<file path="src/assert_macros.svh">
// Assertion helper macros shared by the RTL of the IMU calibration block.
// Include by bare file name; each macro use stands on a line of its own.
`ifndef ASSERT_MACROS_SVH
`define ASSERT_MACROS_SVH

// Clocked property check, disabled while reset is high.
`define IMUOCS_ASSERT(label, prop, msg) \
   label: assert property (@(posedge clock) disable iff (reset) prop) else $error(msg);

// Clocked property check that also holds during reset.
`define IMUOCS_ASSERT_ALWAYS(label, prop, msg) \
   label: assert property (@(posedge clock) prop) else $error(msg);

`endif

</file>
<file path="src/imuocs_pkg.sv">
// Shared types, codes and constants of the IMU offset calibration and scaling block.
// No dependencies.
package imuocs_pkg;

   localparam int RAW_W = 16;   // raw sample width
   localparam int OUT_W = 32;   // Q16.16 result width
   localparam int OFS_W = 25;   // Q17.8 offset width
   localparam int D_W   = 26;   // raw*256 - offset
   localparam int CNT_W = 7;    // calibration counter width
   localparam int K_W   = 13;   // multiplier constant width
   localparam int DEN_W = 13;   // divisor width
   localparam int AXES  = 6;

   localparam logic [1:0] ACTION_START   = 2'd0;
   localparam logic [1:0] ACTION_SAMPLE  = 2'd1;
   localparam logic [1:0] ACTION_CONVERT = 2'd2;

   localparam logic [2:0] STATUS_CONVERTED = 3'd0;
   localparam logic [2:0] STATUS_STARTED   = 3'd1;
   localparam logic [2:0] STATUS_DISCARDED = 3'd2;
   localparam logic [2:0] STATUS_SUMMED    = 3'd3;
   localparam logic [2:0] STATUS_FINISHED  = 3'd4;

   localparam logic [1:0] CSR_ACCEL_RANGE = 2'd0;
   localparam logic [1:0] CSR_GYRO_RANGE  = 2'd1;
   localparam logic [1:0] CSR_CALIB_COUNT = 2'd2;

   localparam logic [K_W-1:0]   ACC_MUL = 13'd981;
   localparam logic [K_W-1:0]   GYR_MUL = 13'd2560;
   localparam logic [K_W-1:0]   CAL_MUL = 13'd256;
   localparam logic [DEN_W-1:0] ACC_DEN = 13'd6400;

   typedef struct packed {
      logic             start;
      logic [K_W-1:0]   k;
      logic [DEN_W-1:0] den;
   } lane_req_type;

   typedef struct packed {
      logic                    done;
      logic signed [OUT_W-1:0] value;
   } lane_rsp_type;

   // gyro sensitivity in tenths of counts per deg/s
   function automatic logic [DEN_W-1:0] gyro_sens(input logic [1:0] range);
      logic [DEN_W-1:0] s;
      unique case (range)
         2'd0: s = 13'd1310;
         2'd1: s = 13'd655;
         2'd2: s = 13'd328;
         default: s = 13'd164;
      endcase
      return s;
   endfunction

endpackage

</file>
<file path="src/imuocs_div.sv">
// Restoring unsigned divider, two quotient bits per cycle.
// Depends on imuocs_pkg for the divisor width.
module imuocs_div #(
   parameter int NUM_W = 40
) (
   input  logic                            clock,
   input  logic                            reset,
   input  logic                            start,
   input  logic [NUM_W-1:0]                num,
   input  logic [imuocs_pkg::DEN_W-1:0]    den,
   output logic                            done,
   output logic [NUM_W-1:0]                quo
);

   localparam int STEPS = (NUM_W + 1) / 2;
   localparam int PAD_W = 2 * STEPS;
   localparam int CW    = $clog2(STEPS + 1);
   localparam int DW    = imuocs_pkg::DEN_W;

   logic          run_ff, done_ff;
   logic [CW-1:0] cnt_ff;
   logic [PAD_W-1:0] acc_ff, acc_in;
   logic [DW-1:0] rem_ff, rem_in, den_ff;

   always_comb begin
      logic [DW:0] trial;
      acc_in = acc_ff;
      rem_in = rem_ff;
      for (int i = 0; i < 2; i++) begin
         trial  = {rem_in, acc_in[PAD_W-1]};
         acc_in = {acc_in[PAD_W-2:0], 1'b0};
         if (trial >= {1'b0, den_ff}) begin
            trial     = trial - {1'b0, den_ff};
            acc_in[0] = 1'b1;
         end
         rem_in = trial[DW-1:0];
      end
   end

   always_ff @(posedge clock) begin
      if (reset) begin
         run_ff  <= 1'b0;
         done_ff <= 1'b0;
         cnt_ff  <= '0;
      end else begin
         done_ff <= 1'b0;
         if (start) begin
            run_ff <= 1'b1;
            cnt_ff <= CW'(STEPS);
         end else if (run_ff) begin
            cnt_ff <= cnt_ff - 1'b1;
            if (cnt_ff == CW'(1)) begin
               run_ff  <= 1'b0;
               done_ff <= 1'b1;
            end
         end
      end
   end

   always_ff @(posedge clock) begin
      if (start) begin
         acc_ff <= PAD_W'(num);
         rem_ff <= '0;
         den_ff <= den;
      end else if (run_ff) begin
         acc_ff <= acc_in;
         rem_ff <= rem_in;
      end
   end

   assign done = done_ff;
   assign quo  = acc_ff[NUM_W-1:0];

endmodule

</file>
<file path="src/imuocs_lane.sv">
// One axis lane: magnitude times constant, rounded division, sign and saturation.
// Depends on imuocs_pkg and imuocs_div.
module imuocs_lane #(
   parameter int X_W = 26
) (
   input  logic                          clock,
   input  logic                          reset,
   input  imuocs_pkg::lane_req_type      req,
   input  logic signed [X_W-1:0]         value,
   output imuocs_pkg::lane_rsp_type      rsp
);

   localparam int K_W   = imuocs_pkg::K_W;
   localparam int DEN_W = imuocs_pkg::DEN_W;
   localparam int OUT_W = imuocs_pkg::OUT_W;
   localparam int NUM_W = X_W + K_W + 1;

   logic               mul_ff, div_start_ff, done_ff, neg_ff;
   logic [X_W-1:0]     mag_ff;
   logic [K_W-1:0]     k_ff;
   logic [DEN_W-1:0]   den_ff;
   logic [NUM_W-1:0]   num_ff, quo;
   logic               div_done;
   logic signed [OUT_W-1:0] result_ff, result_in;

   imuocs_div #(.NUM_W(NUM_W)) u_div (
      .clock (clock),
      .reset (reset),
      .start (div_start_ff),
      .num   (num_ff),
      .den   (den_ff),
      .done  (div_done),
      .quo   (quo)
   );

   // sign and saturate the rounded magnitude
   always_comb begin
      if (neg_ff) begin
         if (quo > NUM_W'(64'h8000_0000)) result_in = {1'b1, {(OUT_W-1){1'b0}}};
         else                             result_in = -$signed(quo[OUT_W-1:0]);
      end else begin
         if (quo > NUM_W'(64'h7FFF_FFFF)) result_in = {1'b0, {(OUT_W-1){1'b1}}};
         else                             result_in = $signed(quo[OUT_W-1:0]);
      end
   end

   always_ff @(posedge clock) begin
      if (reset) begin
         mul_ff       <= 1'b0;
         div_start_ff <= 1'b0;
         done_ff      <= 1'b0;
      end else begin
         mul_ff       <= req.start;
         div_start_ff <= mul_ff;
         done_ff      <= div_done;
      end
   end

   always_ff @(posedge clock) begin
      if (req.start) begin
         neg_ff <= value[X_W-1];
         mag_ff <= value[X_W-1] ? X_W'(-value) : X_W'(value);
         k_ff   <= req.k;
         den_ff <= req.den;
      end
      if (mul_ff) begin
         num_ff <= NUM_W'(mag_ff * k_ff) + NUM_W'(den_ff >> 1);
      end
      if (div_done) begin
         result_ff <= result_in;
      end
   end

   assign rsp.done  = done_ff;
   assign rsp.value = result_ff;

endmodule

</file>
<file path="config.mk">
export PLATFORM = sky130hd
export DESIGN_NAME = imuocs_lane
export DESIGN_NICKNAME = d
export VERILOG_FILES = /design/src/assert_macros.svh /design/src/imuocs_pkg.sv /design/src/imuocs_div.sv /design/src/imuocs_lane.sv
export SDC_FILE = /design/constraint.sdc
export NUM_CORES = 1
export LEC_CHECK = 0
export BUFFER_PORTS_ARGS = -buffer_cell sky130_fd_sc_hd__buf_2
export CORE_MARGIN = 3
export CORE_UTILIZATION = 43
export CTS_CLUSTER_SIZE = 24
export DETAILED_ROUTE_END_ITERATION = 6
export HOLD_SLACK_MARGIN = 0.02
export PLACE_DENSITY = 0.69
export SYNTH_ARGS = -nofsm -noshare
export SYNTH_HDL_FRONTEND = slang
export SYNTH_SLANG_ARGS = --single-unit
</file>
<file path="constraint.sdc">
create_clock -name clock -period 5.75 [get_ports clock]
set_input_delay 0.2875 -clock clock [delete_from_list [all_inputs] [get_ports clock]]
set_output_delay 0.2875 -clock clock [all_outputs]
set_load 0.03 [all_outputs]
</file>
==> flow_metrics.py <==
metrics = {
    "outcome": {
        "outcome": "finished, violations left",
        "failed_checks": "setup timing",
    },
    "grt": {
        "wire_length_of_the_first_global_routing_pass_mm": 83.80,
        "met1_usage_grt": 0.2700,
        "grt_start_max_net_pins": 55,
        "antenna_found_initial": 2,
        "globalRouteOverflowTotal": 0,
        "grt_pass1_vias": 16461,
        "grt.total_usage": 0.2012,
        "globalRouteMet3Util": 0.02979,
        "top_usage_layer": "met2",
        "gr_met2_demand_resource": 0.3435,
    },
    "cts": {
        "numCtsBuffers": 23,
        "ctsRootBufferMaster": "clkbuf_16",
        "cts_htree_levels": 1,
        "cts_buffer_depth": 3,
        "cts_num_sinks": 201,
        "tritoncts_clock_tree": "done",
        "insertion_delay_ns": 0.54,
        "cts.reportedPaths.clkPinSlew_ns": 0.06,
    },
    "route": {
        "route.detailed.wl_per_inst_um": 16.97,
        "detail-route-antenna-nets": 0,
        "vias_per_cell": 5.217,
        "drt_iter0_drc": 1142,
        "detail_route.drc_violations": 0,
        "drt_pass1_iterations": 5,
        "finalWirelength_mm": 51.21,
        "dr_total_vias": 15741,
    },
    "layout": {
        "areaGrowthSynthToFinish_pct": 21.66,
        "mostFrequentLayoutCell": "inv_1",
        "fraction_of_final_layout_cells_sized_beyond_drive_strength_1": 0.2195,
        "layout.filler_cells": 4117,
        "ff_latch_area_um2": 5808,
        "nNetsFinal": 2824,
        "fin_util": 0.5332,
        "multiInputGateArea_um2": 14430,
        "layout.cells.most_common_list": "inv_1, fa_1, nand2_1",
    },
    "worst_hold_path": {
        "min_delay_worst_type": "input pin to flop",
    },
    "synth": {
        "synth_nets": 2558,
        "ys_warn_count": 0,
        "synth-seq-area-share": 0.2751,
        "yosysUniqueCellTypes": 75,
        "synth_edf_count": 178,
        "netlist_area_um2": 21100,
        "yosys_register_bits": 201,
        "post_synth.cell_area_avg_um2": 10.16,
        "synth-async-reset-ratio": 0,
        "synth-main-ff-cell": "edfxtp_1",
        "synth_cells": 2077,
    },
    "sta": {
        "period_needed_ns": 6.163,
        "fmax_mhz": 162.2,
        "rsz0062_at_grt": "true",
        "fin_ws_ns": -0.4134,
        "worst_skew_ns": 0.01451,
        "setup_viol_count_final": 23,
        "worstMarginPinSlew_ns": 1.108,
        "slew_violations": 0,
        "final.period_utilization": 1.072,
        "relSlewSlack": 0.2602,
        "finalHoldViolCount": 0,
    },
    "worst_setup_path": {
        "crit_path_max_fanout": 5,
        "worst_ep_required_time_ns": 6.03,
        "critical_path.endpoint_type": "flop",
        "cp_data_arrival_time_ns": 6.44,
        "critPathKind": "flop to flop",
        "critPathLaunchType": "flop",
    },
    "die": {
        "row_count": 80,
        "fp.coreArea_um2": 48150,
        "floorplan.die.width_um": 227.5,
        "top_level_ports": 88,
        "fp.dieH_um": 227.5,
        "area_enclosed_by_the_die_boundary_um2": 51770,
        "start_util": 0.4383,
    },
    "flow_run": {
        "max_cap_violations": 0,
    },
    "placed_design": {
        "dp_hpwl_mm": 40.08,
        "gp_weighted_congestion": 0.8999,
        "io_buffer_count": 87,
    },
}
==> per-stage QoR <==
step | hold slack [ns] | area [µm²] | setup TNS, ns | worst slack, ns | cells
after detailed placement | 0.4092 | 23840 | -6.393 | -0.5779 | 2922
after global routing | 0.05348 | 25670 | -9.406 | -0.5762 | 3016
after floorplan | 0.3864 | 21290 | -0.06849 | -0.06849 | 2077
after global placement | 0.4036 | 23840 | -4.863 | -0.4858 | 2922
final | 0.06266 | 25670 | -5.012 | -0.4134 | 3017
after CTS | 0.03478 | 25310 | -3.554 | -0.3532 | 3009
==> per-layer routing <==
metal | part of all wire | up-vias
met5 | 0 | -
met3 | 0.054 | 115
met1 | 0.44 | 7737
met2 | 0.48 | 474
met4 | 0.029 | 0
li1 | - | 7415
==> state kept, by name (all words and copies together), names as in the netlist, 5 cells and up <==
signal,count
den_ff,13
k_ff,13
mag_ff,26
num_ff,40
result_ff,32
u_div.cnt_ff,5
u_div.den_ff,13
u_div.quo,40
u_div.rem_ff,13
==> layout make-up <==
type / count / area share
antenna: 1 / 0.00009748
clock buffer: 28 / 0.02393
clock inverter: 14 / 0.007116
inverter: 304 / 0.04445
multi-input combinational: 1476 / 0.5619
sequential: 201 / 0.2262
tap: 656 / 0.03197
timing repair buffer: 337 / 0.1043
==> cells by family after synthesis <==
kind of cell,count (synthesis),share of synthesized area
adders and majority gates,426,0.3504
xor gates and xnor gates,74,0.03071
DFF,201,0.2751
buffers and inverters,400,0.07163
AOI/OAI and AO/OA,266,0.08752
muxes,60,0.03113
and+or+nand+nor,650,0.1535
==> repair_timing <==
action	in CTS	in global routing
setup endpoints to repair	23	39
buffers inserted	18	6
hold buffers	27	0
cloned	0	1
pin swaps	17	42
resized for setup	54	56
hold endpoints to repair	27	0
==> cells in the mapped netlist (27+ instances only) <==
master / instances / share of area
a21oi_1: 44 / 0.010
and2_1: 160 / 0.047
clkbuf_1: 88 / 0.016
edfxtp_1: 178 / 0.25
fa_1: 275 / 0.26
ha_1: 151 / 0.090
inv_1: 304 / 0.054
mux2_2: 45 / 0.024
nand2_1: 264 / 0.047
nand3_1: 27 / 0.0064
nor2_1: 69 / 0.012
nor3_1: 30 / 0.0071
o21ai_0: 55 / 0.013
xnor2_1: 60 / 0.025
==> path summary, 6_finish.rpt <==
| kind | startpoint | to | slack, ns | cells past startpoint |
|---|---|---|---|---|
| setup / recovery | mag_ff[10]$_DFFE_PP_ | num_ff[35]$_DFFE_PP_ | -0.41 | 20 |
| hold / removal | reset | div_start_ff$_SDFF_PP0_ | 0.06 | 2 |
| setup reg to reg | mag_ff[10]$_DFFE_PP_ | num_ff[35]$_DFFE_PP_ | -0.41 | 20 |
| hold reg to reg | den_ff[0]$_DFFE_PP_ | u_div.den_ff[0]$_DFFE_PP_ | 0.44 | 0 |
==> critical path, cell delays in order, from the launching register on <==
cell and delay [ns]:
edfxtp_1 0.44, buf_4 0.16, buf_4 0.13, and2_1 0.16, fa_1 0.53, inv_1 0.05
fa_1 0.52, inv_1 0.05, fa_1 0.55, fa_1 0.45, fa_1 0.53, ha_1 0.31
ha_1 0.38, o21ai_1 0.22, a32oi_1 0.10, and2_1 0.16, a41o_1 0.26, o31ai_4 0.25
a21boi_2 0.12, o2111a_1 0.25, a311o_1 0.27
Power is left out: the tool's default activity adds up to more than one toggle a clock period on the data nets, which glitch-free logic cannot reach.
